--- config.mk ---
export PLATFORM = sky130hd
export DESIGN_NAME = line_departure_tracker_core
export DESIGN_NICKNAME = d
export VERILOG_FILES = /design/src/sv/ldt_pkg.sv /design/src/sv/ldt_ctrl.sv /design/src/sv/ldt_dp.sv /design/src/sv/line_departure_tracker_core.sv
export SDC_FILE = /design/constraint.sdc
export NUM_CORES = 1
export LEC_CHECK = 0
export ABC_AREA = 1
export BUFFER_PORTS_ARGS = -buffer_cell sky130_fd_sc_hd__clkbuf_2
export CORE_ASPECT_RATIO = 1.5
export CORE_MARGIN = 5
export CORE_UTILIZATION = 56
export DETAILED_ROUTE_END_ITERATION = 12
export PLACE_DENSITY = 0.87
export SLEW_MARGIN = 5
export SYNTH_ARGS = -nofsm -noshare
export SYNTH_HDL_FRONTEND = slang
export SYNTH_SLANG_ARGS = --single-unit
export TNS_END_PERCENT = 10
--- constraint.sdc ---
create_clock -name clk_i -period 4.17 [get_ports clk_i]
set_clock_uncertainty 0.1 [all_clocks]
set_input_delay 0.2085 -clock clk_i [delete_from_list [all_inputs] [get_ports clk_i]]
set_output_delay 0.2085 -clock clk_i [all_outputs]
set_load 0.05 [all_outputs]
--- src/sv/ldt_pkg.sv ---
// Shared types and constants for the line departure tracker.
package ldt_pkg;

  localparam int unsigned PeriodW   = 8;
  localparam int unsigned SpacingW  = 8;
  localparam int unsigned TimeW     = 32;
  localparam int unsigned ElapsedW  = 16;
  localparam int unsigned RateW     = 24;
  localparam int unsigned FracW     = 8;
  localparam int unsigned InDataW   = 40;
  localparam int unsigned OutDataW  = 48;
  localparam int unsigned DivSteps  = RateW;
  localparam int unsigned DivCntW   = $clog2(DivSteps);

  localparam logic [PeriodW-1:0]  PeriodReset  = PeriodW'(5);
  localparam logic [SpacingW-1:0] SpacingReset = SpacingW'(20);
  localparam logic [RateW-1:0]    RateSat      = {RateW{1'b1}};
  localparam logic [ElapsedW-1:0] ElapsedSat   = {ElapsedW{1'b1}};

  localparam logic CfgPeriod  = 1'b0;
  localparam logic CfgSpacing = 1'b1;

  typedef enum logic [2:0] {
    DIR_ON_LINE,
    DIR_ONE_OFF_RIGHT,
    DIR_BOTH_OFF_RIGHT,
    DIR_ONE_OFF_LEFT,
    DIR_BOTH_OFF_LEFT
  } dir_e;

  typedef enum logic [1:0] {
    S_IDLE,
    S_DIV,
    S_PUSH
  } ctrl_state_e;

  typedef struct packed {
    logic load;
    logic step;
    logic push;
  } cmd_t;

  typedef struct packed {
    logic need_div;
    logic div_last;
    logic out_free;
  } sts_t;

endpackage

--- src/sv/ldt_ctrl.sv ---
// Controller state machine sequencing load, rate division and result hand-off.
module ldt_ctrl (
  input  logic         clk_i,
  input  logic         rst_ni,
  input  logic         in_valid_i,
  output logic         in_ready_o,
  input  ldt_pkg::sts_t sts_i,
  output ldt_pkg::cmd_t cmd_o
);
  import ldt_pkg::*;

  ctrl_state_e state_q, state_d;

  always_ff @(posedge clk_i or negedge rst_ni) begin
    if (!rst_ni) begin
      state_q <= S_IDLE;
    end else begin
      state_q <= state_d;
    end
  end

  always_comb begin
    state_d = state_q;
    unique case (state_q)
      S_IDLE: begin
        if (in_valid_i) begin
          state_d = sts_i.need_div ? S_DIV : S_PUSH;
        end
      end
      S_DIV: begin
        if (sts_i.div_last) begin
          state_d = S_PUSH;
        end
      end
      S_PUSH: begin
        if (sts_i.out_free) begin
          state_d = S_IDLE;
        end
      end
      default: state_d = S_IDLE;
    endcase
  end

  always_comb begin
    cmd_o      = '0;
    in_ready_o = 1'b0;
    unique case (state_q)
      S_IDLE: begin
        in_ready_o = 1'b1;
        cmd_o.load = in_valid_i;
      end
      S_DIV:  cmd_o.step = 1'b1;
      S_PUSH: cmd_o.push = sts_i.out_free;
      default: cmd_o = '0;
    endcase
  end

endmodule

--- src/sv/ldt_dp.sv ---
// Datapath: tracker state, sample gate, serial rate divider and result register.
module ldt_dp (
  input  logic                          clk_i,
  input  logic                          rst_ni,
  input  logic                          cfg_valid_i,
  input  logic                          cfg_index_i,
  input  logic [ldt_pkg::PeriodW-1:0]   cfg_data_i,
  input  logic [ldt_pkg::InDataW-1:0]   in_data_i,
  output logic [ldt_pkg::OutDataW-1:0]  out_data_o,
  output logic                          out_valid_o,
  input  logic                          out_ready_i,
  input  ldt_pkg::cmd_t                 cmd_i,
  output ldt_pkg::sts_t                 sts_o
);
  import ldt_pkg::*;

  logic [PeriodW-1:0]  period_q;
  logic [SpacingW-1:0] spacing_q;
  dir_e                dir_q, dir_d;
  logic [ElapsedW-1:0] elapsed_q, elapsed_d;
  logic [RateW-1:0]    rate_q, rate_d;
  logic [TimeW-1:0]    last_q;
  logic                sampled_q;
  logic [RateW-1:0]    quo_q;
  logic [SpacingW-1:0] rem_q;
  logic [DivCntW-1:0]  cnt_q;
  logic                out_valid_q;
  logic [OutDataW-1:0] out_data_q;

  logic [TimeW-1:0]    now;
  logic                left_on, right_on;
  logic                gate;
  logic                latch;
  logic [ElapsedW:0]   sum;
  logic [SpacingW:0]   trial;
  logic                qbit;
  logic [TimeW-1:0]    diff;

  assign now      = in_data_i[TimeW-1:0];
  assign left_on  = in_data_i[TimeW];
  assign right_on = in_data_i[TimeW+1];
  assign diff     = now - last_q;
  assign gate     = diff > TimeW'(period_q);
  assign sum      = {1'b0, elapsed_q} + (ElapsedW+1)'(period_q);

  always_comb begin
    dir_d     = dir_q;
    elapsed_d = elapsed_q;
    rate_d    = rate_q;
    latch     = 1'b0;
    if (gate) begin
      if (left_on && right_on) begin
        dir_d     = DIR_ON_LINE;
        elapsed_d = '0;
        rate_d    = '0;
      end else begin
        elapsed_d = sum[ElapsedW] ? ElapsedSat : sum[ElapsedW-1:0];
        if (left_on) begin
          dir_d = DIR_ONE_OFF_RIGHT;
        end else if (!right_on && dir_d == DIR_ONE_OFF_RIGHT) begin
          dir_d = DIR_BOTH_OFF_RIGHT;
          latch = rate_q == '0;
        end
        if (right_on) begin
          dir_d = DIR_ONE_OFF_LEFT;
        end else if (!left_on && dir_d == DIR_ONE_OFF_LEFT) begin
          dir_d = DIR_BOTH_OFF_LEFT;
          latch = rate_q == '0;
        end
        if (latch && spacing_q == '0) begin
          rate_d = RateSat;
        end
      end
    end
  end

  assign trial = {rem_q, quo_q[RateW-1]};
  assign qbit  = trial >= (SpacingW+1)'(spacing_q);

  assign sts_o.need_div = latch && spacing_q != '0;
  assign sts_o.div_last = cnt_q == DivCntW'(DivSteps - 1);
  assign sts_o.out_free = !out_valid_q || out_ready_i;

  always_ff @(posedge clk_i or negedge rst_ni) begin
    if (!rst_ni) begin
      period_q  <= PeriodReset;
      spacing_q <= SpacingReset;
      dir_q     <= DIR_ON_LINE;
      elapsed_q <= '0;
      rate_q    <= '0;
      last_q    <= '0;
      out_valid_q <= 1'b0;
    end else begin
      if (cfg_valid_i) begin
        if (cfg_index_i == CfgPeriod) begin
          period_q <= cfg_data_i;
        end else begin
          spacing_q <= cfg_data_i;
        end
      end
      if (cmd_i.load) begin
        dir_q     <= dir_d;
        elapsed_q <= elapsed_d;
        rate_q    <= rate_d;
        if (gate) begin
          last_q <= now;
        end
      end else if (cmd_i.step && sts_o.div_last) begin
        rate_q <= {quo_q[RateW-2:0], qbit};
      end
      if (cmd_i.push) begin
        out_valid_q <= 1'b1;
      end else if (out_ready_i) begin
        out_valid_q <= 1'b0;
      end
    end
  end

  always_ff @(posedge clk_i) begin
    if (cmd_i.load) begin
      sampled_q <= gate;
      quo_q     <= {elapsed_d, {FracW{1'b0}}};
      rem_q     <= '0;
      cnt_q     <= '0;
    end else if (cmd_i.step) begin
      quo_q <= {quo_q[RateW-2:0], qbit};
      rem_q <= qbit ? SpacingW'(trial - (SpacingW+1)'(spacing_q)) : trial[SpacingW-1:0];
      cnt_q <= cnt_q + DivCntW'(1);
    end
    if (cmd_i.push) begin
      out_data_q <= {4'b0000, sampled_q, rate_q, elapsed_q, dir_q};
    end
  end

  assign out_data_o  = out_data_q;
  assign out_valid_o = out_valid_q;

  a_push_free: assert property (@(posedge clk_i) disable iff (!rst_ni)
    cmd_i.push |-> (!out_valid_q || out_ready_i))
    else $error("result loaded over a beat not yet taken");

  a_rate_hold: assert property (@(posedge clk_i) disable iff (!rst_ni)
    (!cmd_i.load && !cmd_i.step) |=> $stable(rate_q))
    else $error("rate changed outside load or division");

  a_step_count: assert property (@(posedge clk_i) disable iff (!rst_ni)
    cmd_i.step |-> cnt_q < DivCntW'(DivSteps))
    else $error("divider ran past its last step");

  a_no_overlap: assert property (@(posedge clk_i) disable iff (!rst_ni)
    !(cmd_i.load && (cmd_i.step || cmd_i.push)))
    else $error("load issued together with step or push");

endmodule

--- src/sv/line_departure_tracker_core.sv ---
// Top level of the line departure tracker: controller, datapath and ports.
//
//  channel   direction  handshake                      payload
//  s_axis    in         s_axis_tvalid_i/s_axis_tready_o now_ms, left_on, right_on
//  m_axis    out        m_axis_tvalid_o/m_axis_tready_i direction, elapsed_ms,
//                                                       departure_rate, sampled
//  cfg       in         cfg_valid_i/cfg_ready_o         cfg_index_i, cfg_data_i
//
// An item's result is loaded into the output register once that register is free; if
// the item latches a new rate from a nonzero spacing, the 24-step restoring divider,
// which yields one quotient bit per cycle, runs first. One item is in work at a time;
// the next is taken as soon as its result sits in the output register, even if that
// beat is still stalled, while a beat still waiting there holds off the following one.
// Reset restores the register defaults and clears all tracker state.
module line_departure_tracker_core (
  input  logic                          clk_i,
  input  logic                          rst_ni,
  input  logic                          s_axis_tvalid_i,
  output logic                          s_axis_tready_o,
  // [31:0] now_ms, [32] left_on, [33] right_on, [39:34] zero
  input  logic [ldt_pkg::InDataW-1:0]   s_axis_tdata_i,
  output logic                          m_axis_tvalid_o,
  input  logic                          m_axis_tready_i,
  // [2:0] direction, [18:3] elapsed_ms, [42:19] departure_rate, [43] sampled,
  // [47:44] zero
  output logic [ldt_pkg::OutDataW-1:0]  m_axis_tdata_o,
  input  logic                          cfg_valid_i,
  output logic                          cfg_ready_o,
  input  logic                          cfg_index_i,
  input  logic [ldt_pkg::PeriodW-1:0]   cfg_data_i
);
  import ldt_pkg::*;

  cmd_t cmd;
  sts_t sts;

  assign cfg_ready_o = 1'b1;

  ldt_ctrl u_ctrl (
    .clk_i      (clk_i),
    .rst_ni     (rst_ni),
    .in_valid_i (s_axis_tvalid_i),
    .in_ready_o (s_axis_tready_o),
    .sts_i      (sts),
    .cmd_o      (cmd)
  );

  ldt_dp u_dp (
    .clk_i       (clk_i),
    .rst_ni      (rst_ni),
    .cfg_valid_i (cfg_valid_i),
    .cfg_index_i (cfg_index_i),
    .cfg_data_i  (cfg_data_i),
    .in_data_i   (s_axis_tdata_i),
    .out_data_o  (m_axis_tdata_o),
    .out_valid_o (m_axis_tvalid_o),
    .out_ready_i (m_axis_tready_i),
    .cmd_i       (cmd),
    .sts_o       (sts)
  );

endmodule
==> impl_metrics.py, run 1 <==
metrics = {
    "run_status": {
        "status": "finished, final reports clean",
    },
    "synth": {
        "muxShareOfSynthArea_pct": 0,
        "ys.flop_type": "dfrtp_1",
        "synth.top_cells.by_area": "dfrtp_1 (20%), nand2_1 (18%), edfxtp_1 (17%)",
        "netlist_area_um2": 11100,
        "yosys.area_share.simple_pct": 33.9,
        "postSynthAreaPerCell_um2": 7.38,
        "synth_fa_ha_area_share_pct": 6.88,
        "synth_xor_xnor_area_share_pct": 1.35,
        "netlist.area_leader.share_pct": 20.4,
        "synth_cell_types": 50,
        "postSynthCellCount": 1497,
        "synth-edff-count": 61,
        "ys_async_sr_fraction_pct": 53.4,
        "yosys_warnings": 0,
        "synth_top_family_by_area": "simple AND/OR/NAND/NOR gates",
        "yosys.area.top_type": "dfrtp_1",
        "synth-seq-cells": 176,
        "ys_seq_area_share_pct": 41.7,
        "synth_compound_area_share_pct": 6.07,
    },
    "placement": {
        "place_area_um2": 11700,
        "hpwl_mm": 20.2,
        "place.gp.congestion": 0.918,
        "io_buffer_count": 93,
    },
    "finish": {
        "drive_above_1_share_pct": 11.9,
        "nets": 1735,
        "layout_commonest_cell": "nand2_1",
        "final_cell_mix": "nand2_1 (529), inv_1 (222), nand3_1 (120)",
        "fin_util_pct": 65.0,
        "fillers": 1614,
        "diodes": 0,
        "final_area_um2": 12800,
        "area_delta_synth_final_pct": 15.5,
    },
    "floorplanning": {
        "die_w_um": 125,
        "rows": 63,
        "ios": 105,
        "dieArea_um2": 22700,
        "fp.dieH_um": 182,
        "initial_core_util_pct": 56.3,
        "core_um2": 19600,
    },
    "sta": {
        "slew_viol_final": 0,
        "tightest_slew_ps": 1110,
        "rsz0062_at_grt": "false",
        "fmax_mhz": 261,
        "slew_headroom_pct": 25.9,
        "setup_violations": 0,
        "hold_violations": 0,
        "fin_tns_setup_ps": 0,
        "finalCritPeriodShare_pct": 91.9,
        "layout_min_cycle_time_ps": 3830,
    },
    "power_and_ir_drop": {
        "p_seq_share_pct": 31.3,
        "p_per_area_nw_per_um2": 751,
        "internal_power_w": 0.00509,
        "leakage_nw": 6.80,
        "ir_drop_v": 0.000311,
        "power.share.switching_pct": 46.9,
        "power_frac_clock_pct": 17.4,
        "switchingPower_w": 0.00449,
        "comb_power_share_pct": 51.3,
    },
    "run": {
        "maxCapViolCount": 0,
    },
    "worst_setup_path": {
        "path_class": "in2reg",
        "cp_top_family": "simple AND/OR/NAND/NOR gates",
        "cp_slowest_cell": "dlygate4sd3_1",
        "start_kind": "input port",
        "crit_top_cell": "nand2_1",
        "crit_arrival_ps": 4110,
        "critPathBufInv": 5,
        "worstPathMaxFanout": 31,
        "required_ps": 4440,
        "end_kind": "register",
        "cpPeakStageDelay_ps": 540,
    },
    "routing": {
        "antenna_left": 0,
        "drcViolationCount": 0,
        "vias_per_cell": 5.30,
        "wirelength_mm": 27.0,
        "num_vias": 10100,
        "wl_per_cell_um": 14.2,
        "dr.pass1.iters": 6,
        "first_iter_violations": 683,
    },
    "global_route": {
        "overflow": 0,
        "grt.total_usage_pct": 24.2,
        "grt_pass1_vias": 9719,
        "top_usage_layer": "met2",
        "grt_use_met3_pct": 4.56,
        "grt_pass1_wl_mm": 45.4,
        "antenna_found_initial": 0,
        "use_met1_pct": 26.2,
        "grt_max_degree": 54,
        "grt_util_met2_pct": 44.9,
    },
    "clock_tree": {
        "clockBufferDepth": 2,
        "path_clk_slew_ps": 70,
        "cts_tree": "yes",
        "root_buffer": "clkbuf_16",
        "numCtsBuffers": 17,
        "cts_sinks": 176,
        "cts_max_level": 4,
        "clk_latency_ps": 440,
    },
    "min_path": {
        "hp-class": "in2reg",
    },
}
==> worst min-delay path: stages <==
cell and delay, ps:
clkbuf_2 100, inv_1 100, o21ai_0 90
==> layout make-up <==
class	count	area, um2	area share, %
sequential	176	4610	36.1
multi-input combinational	1049	5370	42.1
tap	260	325	2.55
inverter	234	878	6.88
clock inverter	11	154	1.21
clock buffer	21	460	3.61
timing repair buffer	144	965	7.56
==> power groups by stage <==
stage / Clock [W] / Sequential (W) / Combinational, W
finish: 0.00167 / 0.00300 / 0.00492
global route: 0.00177 / 0.00308 / 0.00553
CTS: 0.00168 / 0.00300 / 0.00491
detailed placement: 0 / 0.00302 / 0.00484
global placement: 0 / 0.00299 / 0.00472
floorplan: 0 / 0.00352 / 0.00319
==> routing by layer <==
| layer | share of wire, % | vias to the layer above |
|---|---|---|
| met5 | 0 | - |
| met4 | 4.8 | 0 |
| met3 | 5.1 | 87 |
| met2 | 53 | 345 |
| met1 | 37 | 4604 |
| li1 | - | 5016 |
==> Yosys cell counts (all sizes together) (3+ instances only) <==
master / n
nor2: 86
a21oi: 54
nand4: 34
nor4: 7
and2: 3
xor2: 12
ha: 56
nand3: 140
nor3: 15
o21ai: 57
dfstp: 4
nand2: 540
dfxtp: 21
dfrtp: 90
nand3b: 10
fa: 3
edfxtp: 61
o21bai: 3
buf: 23
xnor2: 5
inv: 234
clkbuf: 18
or2: 3
==> registers in the layout (all words and copies together) (netlist names), 8 cells and up <==
name and flops:
u_dp.out_data_o 44, u_dp.last_q 32, u_dp.quo_q 24, u_dp.rate_q 24, u_dp.elapsed_q 16, u_dp.period_q 8
u_dp.rem_q 8, u_dp.spacing_q 8
==> final timing paths <==
path | start | to | slack [ps] | cells after the start
max | s_axis_tdata_i[0] | u_dp.elapsed_q[4] | 340 | 26
min | s_axis_tdata_i[1] | u_dp.last_q[1] | 10 | 3
max reg2reg | u_dp.last_q[0] | u_dp.elapsed_q[4] | 410 | 23
min reg2reg | u_dp.sampled_q | u_dp.out_data_o[43] | 320 | 0
max in group asynchronous | rst_ni | u_dp.spacing_q[2] | 2680 | 3
min in group asynchronous | rst_ni | u_dp.rate_q[5] | 270 | 2
==> kinds of logic (layout without fill, tap and decap cells) <==
kind of cell / after synthesis / in the layout
compound gates: 126 / 126
simple gates: 842 / 842
flops: 176 / 176
fa+ha+maj: 59 / 59
buf+inv: 275 / 410
xor+xnor: 17 / 17
other cells: 2 / 5
==> repair_timing <==
item | 4_1_cts | 5_1_grt
endpoints found under the hold margin | 100 | 0
endpoints found under the setup margin | 0 | 53
hold buffers | 41 | 0
gates resized for setup | 0 | 5
setup buffers | 0 | 0
==> per-stage QoR <==
step | std cells | hold WS, ps | power [W] | setup slack (ps)
floorplan | 1500 | -187 | 0.00671 | 884
finish | 1895 | 12.4 | 0.00959 | 337
CTS | 1895 | 1.86 | 0.00959 | 132
global placement | 1822 | 198 | 0.00770 | 383
global route | 1895 | 35.8 | 0.0104 | 31.7
detailed placement | 1822 | 211 | 0.00786 | 247
No activity file was read; power rests on OpenSTA's default activity.
==> run 2, diff against run 1 <==
Settings changed: PLACE_DENSITY 0.87 to 0.76.
==> run 2 against run 1 <==
Net effect:
- core utilization grew 0.24 points
- combinational power about the same
- sequential share of layout area shrank 0.13 points
- clock-buffer cell count down 2
- non-clock buffer count did not move
- first-iteration DRC count shrank 30%
- clock power increased by 5%
- power is 0.86% higher
- wire length rose by 1.1%
- global-route usage grew 0.43 points
- critical endpoint is now u_dp.last_q[26]
- die area unchanged
- register-to-register slack worse by 40 ps
==> impl_metrics.py, run 2 (synthesis results as in run 1) <==
metrics = {
    "power_and_ir_drop": {
        "leakage_nw": 6.83,
        "p_per_area_nw_per_um2": 755,
        "ir_drop_v": 0.000294,
    },
    "finish": {
        "area_delta_synth_final_pct": 15.9,
        "fillers": 1687,
        "final_cell_mix": "nand2_1 (529), inv_1 (222), nand3_1 (120)",
        "nets": 1735,
        "largest_reg_flops": 44,
        "fin_util_pct": 65.3,
        "layout_commonest_cell": "nand2_1",
        "diodes": 0,
        "drive_above_1_share_pct": 11.9,
    },
    "worst_setup_path": {
        "startpoint": "s_axis_tdata_i[0]",
        "worstPathMaxFanout": 19,
        "required_ps": 4400,
        "r2r_cells": 23,
        "reg2reg_to": "u_dp.last_q[26]",
        "rrSetupSlack_ps": 370,
        "path_class": "in2reg",
        "start_kind": "input port",
        "end_kind": "register",
        "r2r-start": "u_dp.last_q[0]",
        "crit_arrival_ps": 4100,
    },
    "floorplanning": {
        "core_um2": 19600,
        "rows": 63,
        "dieArea_um2": 22700,
        "ios": 105,
        "fp.dieH_um": 182,
        "initial_core_util_pct": 56.3,
        "die_w_um": 125,
    },
    "sta": {
        "layout_setup_ws_ps": 304,
        "fin_tns_setup_ps": 0,
        "fmax_mhz": 259,
        "rsz0062_at_grt": "false",
        "finalCritPeriodShare_pct": 92.7,
        "hold_violations": 0,
        "tightest_slew_ps": 1180,
        "layout_min_cycle_time_ps": 3870,
        "slew_viol_final": 0,
        "slew_headroom_pct": 20.9,
        "setup_violations": 0,
    },
    "min_path": {
        "whs_path_depth": 3,
        "min_from": "s_axis_tvalid_i",
        "hold_end": "u_ctrl.state_q[0]",
        "hp-class": "in2reg",
    },
    "clock_tree": {
        "clk_latency_ps": 440,
        "path_clk_slew_ps": 60,
        "clockBufferDepth": 2,
        "numCtsBuffers": 17,
        "cts_max_level": 4,
        "root_buffer": "clkbuf_16",
        "cts_sinks": 176,
        "cts_tree": "yes",
    },
    "routing": {
        "vias_per_cell": 5.23,
        "first_iter_violations": 481,
        "num_vias": 9914,
        "antenna_left": 0,
        "wirelength_mm": 27.3,
        "drcViolationCount": 0,
        "dr.pass1.iters": 6,
        "wl_per_cell_um": 14.4,
    },
    "placement": {
        "dp_slack_ps": 352,
        "io_buffer_count": 93,
        "place.gp.congestion": 0.910,
        "hpwl_mm": 20.5,
    },
    "global_route": {
        "antenna_found_initial": 0,
        "grt_max_degree": 65,
        "overflow": 0,
        "grt_pass1_vias": 9719,
        "grt_pass1_wl_mm": 45.7,
        "grt.total_usage_pct": 24.6,
    },
    "run": {
        "maxCapViolCount": 0,
    },
    "run_status": {
        "status": "finished, final reports clean",
    },
}
==> run 2: repair_timing <==
item | CTS | global route
gates resized for setup | 0 | 4
buffers inserted | 0 | 0
hold endpoints to repair | 107 | 0
setup endpoints to repair | 0 | 16
hold buffers | 41 | 0
==> run 2: layer usage <==
metal	vias up	GRT usage [%]	wire, um
li1	5030	-	-
met2	243	47.6	15100
met4	0	11.5	1090
met3	60	3.83	1010
met1	4581	25.8	10100
met5	-	0	0
==> run 2: where the power goes <==
part	switching (W)	internal [W]
combinational	0.00338	0.00153
sequential	0.000416	0.00259
clock	0.000683	0.00108
==> run 2: final cells by class <==
type / instances / area [um2] / share of cell area, %
clock buffer: 19 / 443 / 3.46
clock inverter: 13 / 210 / 1.64
multi-input combinational: 1049 / 5370 / 41.9
timing repair buffer: 144 / 973 / 7.60
sequential: 176 / 4610 / 36.0
inverter: 234 / 878 / 6.86
tap: 260 / 325 / 2.54
==> run 2: worst max path at each step <==
stage                                 end
after floorplan            u_dp.quo_q[15]
after global placement    u_dp.last_q[22]
after detailed placement  u_dp.last_q[23]
after CTS                   u_dp.dir_q[0]
after global routing      u_dp.last_q[26]
final                     u_dp.last_q[26]
==> run 2: per-stage QoR <==
step,instance area (um2),total power (W),instances,hold WS [ps]
finish,12800,0.00967,1895,21.8
global route,12800,0.0105,1895,30.5
CTS,12800,0.00969,1895,10.8
detailed placement,11700,0.00786,1822,276
global placement,11700,0.00774,1822,263
floorplan,11100,0.00671,1500,-187
==> run 2: critical path, cell delays in order <==
cell and delay [ps]:
dlygate4sd3_1 530, clkbuf_2 100, inv_1 40, ha_1 220
fa_1 400, inv_1 120, nand2_1 60, nand2_1 80
and2_4 150, xor2_1 60, ha_1 270, nand2_1 40
nor2_1 130, nand4_1 110, nand2_1 90, nand2_1 60
nor2_1 140, nand2_1 60, nor2_1 110, nand3_2 130
nor2_8 150, nand2_4 160, buf_8 230, buf_4 230
nand3_1 110, nand2_1 70
